===== config.mk =====
export PLATFORM = sky130hd
export DESIGN_NAME = geq_mac
export DESIGN_NICKNAME = d
export VERILOG_FILES = /design/src/hw/rtl/ten_band_iir_graphic_equalizer_defines.svh /design/src/hw/rtl/geq_pkg.sv /design/src/hw/rtl/geq_mac.sv
export SDC_FILE = /design/constraint.sdc
export NUM_CORES = 2
export LEC_CHECK = 0
export ABC_AREA = 1
export BUFFER_PORTS_ARGS = -buffer_cell sky130_fd_sc_hd__buf_2
export CAP_MARGIN = 0
export CORE_MARGIN = 1.5
export CORE_UTILIZATION = 65
export DETAILED_ROUTE_END_ITERATION = 10
export GPL_ROUTABILITY_DRIVEN = 0
export PLACE_DENSITY_LB_ADDON = 0.12
export SLEW_MARGIN = 10
export SYNTH_ARGS = -nofsm -noshare
export SYNTH_HDL_FRONTEND = slang
export SYNTH_SLANG_ARGS = --single-unit

===== constraint.sdc =====
create_clock -name aclk -period 18.7 [get_ports aclk]
set_input_delay 1.87 -clock aclk [delete_from_list [all_inputs] [get_ports aclk]]
set_output_delay 1.87 -clock aclk [all_outputs]
set_load 0.02 [all_outputs]

===== src/hw/rtl/ten_band_iir_graphic_equalizer_defines.svh =====
// ---------------------------------------------------------------------------
// Graphic equalizer assertion macros
// Shared property forms used by the equalizer RTL.
// ---------------------------------------------------------------------------
`ifndef TEN_BAND_IIR_GRAPHIC_EQUALIZER_DEFINES_SVH
`define TEN_BAND_IIR_GRAPHIC_EQUALIZER_DEFINES_SVH

// same-cycle implication
`define GEQ_ASSERT_IMP(lbl, clk, rstn, ante, cons, msg) \
    lbl: assert property (@(posedge clk) disable iff (!rstn) (ante) |-> (cons)) \
        else $error(msg);

// next-cycle implication
`define GEQ_ASSERT_NXT(lbl, clk, rstn, ante, cons, msg) \
    lbl: assert property (@(posedge clk) disable iff (!rstn) (ante) |=> (cons)) \
        else $error(msg);

`endif


===== src/hw/rtl/geq_pkg.sv =====
// ---------------------------------------------------------------------------
// Graphic equalizer package
// Types, constants and elaboration-time coefficient functions.
// ---------------------------------------------------------------------------
`default_nettype none

package geq_pkg;

    localparam int MAX_BANDS = 10;
    localparam int NUM_TAPS  = 5;
    localparam int SAMPLE_W  = 24;
    localparam int GAIN_W    = 16;
    localparam int MIX_W     = 29;
    localparam int HIST_W    = 32;
    localparam int OPND_W    = 33;
    localparam int PROD_W    = 66;
    localparam int ACC_W     = 100;
    localparam int MIXACC_W  = 46;
    localparam logic [2:0] TAP_LAST = 3'd4;

    localparam logic [63:0] TWO_PI_Q44 = 64'h6487ED5110B4;
    localparam logic [63:0] SQRT2_Q36  = 64'h16A09E667F;
    localparam int QT = 36;

    typedef enum logic [7:0] {
        ST_IDLE = 8'b0000_0001,
        ST_MUL  = 8'b0000_0010,
        ST_ACC  = 8'b0000_0100,
        ST_FIN  = 8'b0000_1000,
        ST_GMUL = 8'b0001_0000,
        ST_GACC = 8'b0010_0000,
        ST_DONE = 8'b0100_0000,
        ST_OUT  = 8'b1000_0000
    } geq_state_t;

    typedef struct packed {
        logic mul_en;
        logic acc_clr;
        logic acc_en;
        logic acc_hi;
    } geq_mac_ctrl_t;

    function automatic logic [127:0] udiv(input logic [127:0] n, input logic [127:0] d);
        logic [127:0] q;
        logic [127:0] r;
        int i;
        q = '0;
        r = '0;
        for (i = 127; i >= 0; i--) begin
            r = {r[126:0], n[i]};
            if (r >= d) begin
                r = r - d;
                q[i] = 1'b1;
            end
        end
        return q;
    endfunction

    function automatic logic [63:0] umul_shift(input logic [63:0] a, input logic [63:0] b,
                                               input int s);
        logic [127:0] p;
        p = {64'd0, a} * {64'd0, b};
        p = p + (128'd1 << (s - 1));
        return 64'(p >> s);
    endfunction

    function automatic logic signed [63:0] calc_coef(input int k, input int j, input int sr,
                                                     input int low, input int cbits);
        logic [63:0] den;
        logic [63:0] fc;
        logic [63:0] t;
        logic signed [63:0] t2, t3, t4, r1, r3, one, a, v, lim, res;
        logic [127:0] mag, q, r;
        logic neg;
        den = 64'(sr) * 64'd256;
        fc  = 64'(low) << k;
        t   = 64'(udiv({64'd0, TWO_PI_Q44 * fc + (den >> 1)}, {64'd0, den}));
        t2  = umul_shift(t, t, QT);
        t4  = umul_shift(t2, t2, QT);
        t3  = umul_shift(t2, t, QT);
        r3  = umul_shift(SQRT2_Q36, t3, QT);
        r1  = umul_shift(SQRT2_Q36, t, QT);
        one = 64'sd1 <<< QT;
        a   = t4 + r3 + 9 * t2 + 4 * r1 + 16 * one;
        case (j)
            0:       v = t2;
            1:       v = 4 * t4 + 2 * r3 - 8 * r1 - 64 * one;
            2:       v = 6 * t4 - 18 * t2 + 96 * one;
            3:       v = 4 * t4 - 2 * r3 + 8 * r1 - 64 * one;
            default: v = t4 - r3 + 9 * t2 - 4 * r1 + 16 * one;
        endcase
        neg = v < 0;
        mag = {64'd0, (neg ? -v : v)} << 44;
        q   = udiv(mag, {64'd0, a});
        r   = mag - q * {64'd0, a};
        if ((r << 1) >= {64'd0, a}) begin
            q = q + 128'd1;
        end
        res = neg ? -$signed(q[63:0]) : $signed(q[63:0]);
        lim = $signed((64'd1 << (cbits - 1)) - 64'd1);
        if (res > lim) begin
            res = lim;
        end else if (res < -lim - 64'sd1) begin
            res = -lim - 64'sd1;
        end
        return res;
    endfunction

endpackage

`default_nettype wire


===== src/hw/rtl/geq_mac.sv =====
// ---------------------------------------------------------------------------
// Equalizer shared multiply-accumulate unit
// One 33x33 signed multiplier, registered product, wide accumulator.
// ---------------------------------------------------------------------------
`default_nettype none

module geq_mac (
    input  wire                                        aclk,
    input  geq_pkg::geq_mac_ctrl_t                     ctrl,
    input  wire logic signed [geq_pkg::OPND_W-1:0]     opnd_a,
    input  wire logic signed [geq_pkg::OPND_W-1:0]     opnd_b,
    output logic signed [geq_pkg::PROD_W-1:0]          prod,
    output logic signed [geq_pkg::ACC_W-1:0]           acc
);
    import geq_pkg::*;

    logic signed [PROD_W-1:0] prod_reg;
    logic                     hi_reg;
    logic signed [ACC_W-1:0]  acc_reg;
    logic signed [ACC_W-1:0]  addend;

    always_ff @(posedge aclk) begin
        if (ctrl.mul_en) begin
            prod_reg <= opnd_a * opnd_b;
            hi_reg   <= ctrl.acc_hi;
        end
    end

    always_comb begin
        if (hi_reg) begin
            addend = ACC_W'($signed({prod_reg, 32'd0}));
        end else begin
            addend = ACC_W'(prod_reg);
        end
    end

    always_ff @(posedge aclk) begin
        if (ctrl.acc_clr) begin
            acc_reg <= '0;
        end else if (ctrl.acc_en) begin
            acc_reg <= acc_reg + addend;
        end
    end

    assign prod = prod_reg;
    assign acc  = acc_reg;

endmodule

`default_nettype wire


==> impl_results.md <==
- Slew Limit Fails: 0
- Worst Tran Pin Value: 1210 ps
- Asr flop ratio synth: 0%
- Ports: 237
- Setup Skew: 16.6 ps
- Dominant cells by area after synthesis: fa_1, inv_1, nand2_1, ha_1, nor2_1
- First-pass GRT wire length: 286000 um
- Hold Violations, Final: 0
- Core area: 0.0866 sq mm
- Kind of critical path: in2reg
- Post-CTS Resized: 0
- Post-Syn Area: 0.0568 sq mm
- GRT Util Overall: 42.0%
- Pre-antenna DRT Iters: 11
- Largest net degree at the start of global routing: 81
- Post-synth EDFFs: 67
- WP buf/inv: 8
- Largest area contributor in the netlist: fa_1
- CP max stage cell: buf_2
- Total die area: 0.0891 sq mm
- Routed WL per cell: 20.5 um
- Avg Inst Size Synth: 7.23 sq um
- Bufs on Longest Clock Path: 2
- Max-Slew Margin vs Limit: 19.1%
- Initial DRC count: 5845
- Net count after synthesis: 9386
- Synth top area share: 40.4%
- Initial antenna violation count: 9
- Most used cell, CP: fa_1
- Synth Warn #: 0
- CTS sink count: 167
- Worst Hold Class: reg2reg
- CP required: 18930 ps
- Post-route cell area: 0.0590 sq mm
- Synth cell types: 56
- Chip Width: 299 um
- CP Capture Type: flip-flop
- CP top delay family: adder cells
- Dpl hpwl: 151000 um
- Clock input transition at the sequential cells of the worst setup and hold paths: 70 ps
- Post-synthesis sequential area ratio: 7.07%
- Final WL: 184000 um
- Final WS setup: 9140 ps
- Final setup viols: 0
- Tmin final: 9560 ps
- Die height: 299 um
- Final #Nets: 9359
- CTS Hold Bufs: 0
- Synthesis-to-layout area growth: 3.99%
- Result of the run: complete, but fails checks
- Max Clock Freq: 0.105 GHz
- RSZ-0062 raised after global routing: no
- Initial Utilization: 65.5%
- Max FO, Critical Path: 33
- Synth Flop Type: dfxtp_1
- Critical Path AT: 9790 ps
- Final Cycle Share: 51.1%
- Root Buffer: clkbuf_16
- Post-CTS setup buffer count: 0
- Vias: 50.6k
- H-Tree Depth: 4
- Critical Path Max Stage Delay: 670 ps
- Grt total ovfl: 0
- Max cap viols: 0
- Max reg flops: 100
- CTS tree: done
- Post-synth top cells: inv_1, nand2_1, fa_1, nor2_1, ha_1
- Share of layout cells above drive strength 1: 5.89%
- DRC viols: 27
- Post-DP Area: 0.0584 sq mm
- Pre-CTS WS: 8710 ps
- FF+latch count, synth: 167
- Syn Inst Count: 7853
- # rows: 108
- Vias in the first global route: 51.5k
- PortBufs: 236
- Most frequent cell after synthesis: inv_1
- Total CTS buffers: 17
- Failing checks: DRC
- Post-route ant nets: 0
- Mean number of vias per cell: 5.63
- Startpoint Class: primary input
- Post-route setup TNS: 0 ps
- Skew-Pair Late Insertion Delay: 490 ps
[worst reg2reg max path: stages, from the launching register on]
cell	delay, ps
edfxtp_1	350
buf_4	220
buf_4	400
o21ai_0	1040
ha_1	480
nand2_1	90
nand2_1	90
nand2_1	70
nand2_1	90
o21bai_1	200
a21oi_1	530
nand3_1	400
xor2_1	230
o21ai_0	200
inv_1	70
[kinds of logic after synthesis]
logic type	after synthesis	synth area share [%]
XOR/XNOR	94	1.45
flip-flops	167	7.07
adder cells (fa/ha/maj)	1462	47.4
AO/OA/AOI/OAI	608	6.11
buffers and inverters	2601	17.2
AND/OR/NAND/NOR	2921	20.8
[cells in the final DEF (no fill, tap or decap), types with 14 or more instances in the layout]
cell type  instances
xor2_1            68
dfxtp_1          100
nor2_2            44
inv_2             33
a21oi_1          223
a31oi_1           14
buf_4             30
nand2_1         2000
o21ai_1           18
a21o_1            18
fa_1            1146
nand4_1           41
o21ai_0          220
clkbuf_16         17
buf_2            235
o21bai_1          45
inv_1           2252
edfxtp_1          67
nor2_1           571
nand3_1          152
ha_1             316
nor3_1            20
xnor2_1           26
nand2_2           27
[path summary, 6_finish.rpt]
check / from / end / slack (ps) / cells after the start
worst max-delay path: opnd_b[6] / prod[62] / 9140 / 26
worst min-delay path: acc[99] / acc[99] / 510 / 2
worst max register to register: hi_reg / acc[47] / 14130 / 14
worst min register to register: acc[99] / acc[99] / 510 / 2
[area by class of cell]
cell class / count / area, sq um
multi-input cells: 5085 / 43000
fillers: 7473 / 27600
diodes: 1 / 2.50
clock buffers: 19 / 433
repair buffers: 265 / 1400
inverters: 2290 / 8600
flip-flops and latches: 167 / 4010
well taps: 1155 / 1450
clock inverters: 13 / 160
[layer usage]
layer | part of all wire (%) | global-route usage (%) | up-vias
li1 | - | - | 22400
met1 | 37 | 55.0 | 24300
met2 | 44 | 64.5 | 3213
met3 | 13 | 10.4 | 717
met4 | 6.7 | 23.2 | 12
met5 | 0.040 | 0 | -
[through the flow]
step | hold slack [ps] | std cells | util, %
floorplan | 579 | 7853 | -
global placement | 490 | 8962 | 67.5
detailed placement | 501 | 8962 | 67.5
CTS | 512 | 8994 | 68.2
global route | 541 | 8994 | 68.2
finish | 507 | 8995 | 68.2
Power is not shown: default switching activity piles up to over one toggle a cycle in this logic, so the estimate is an artifact.
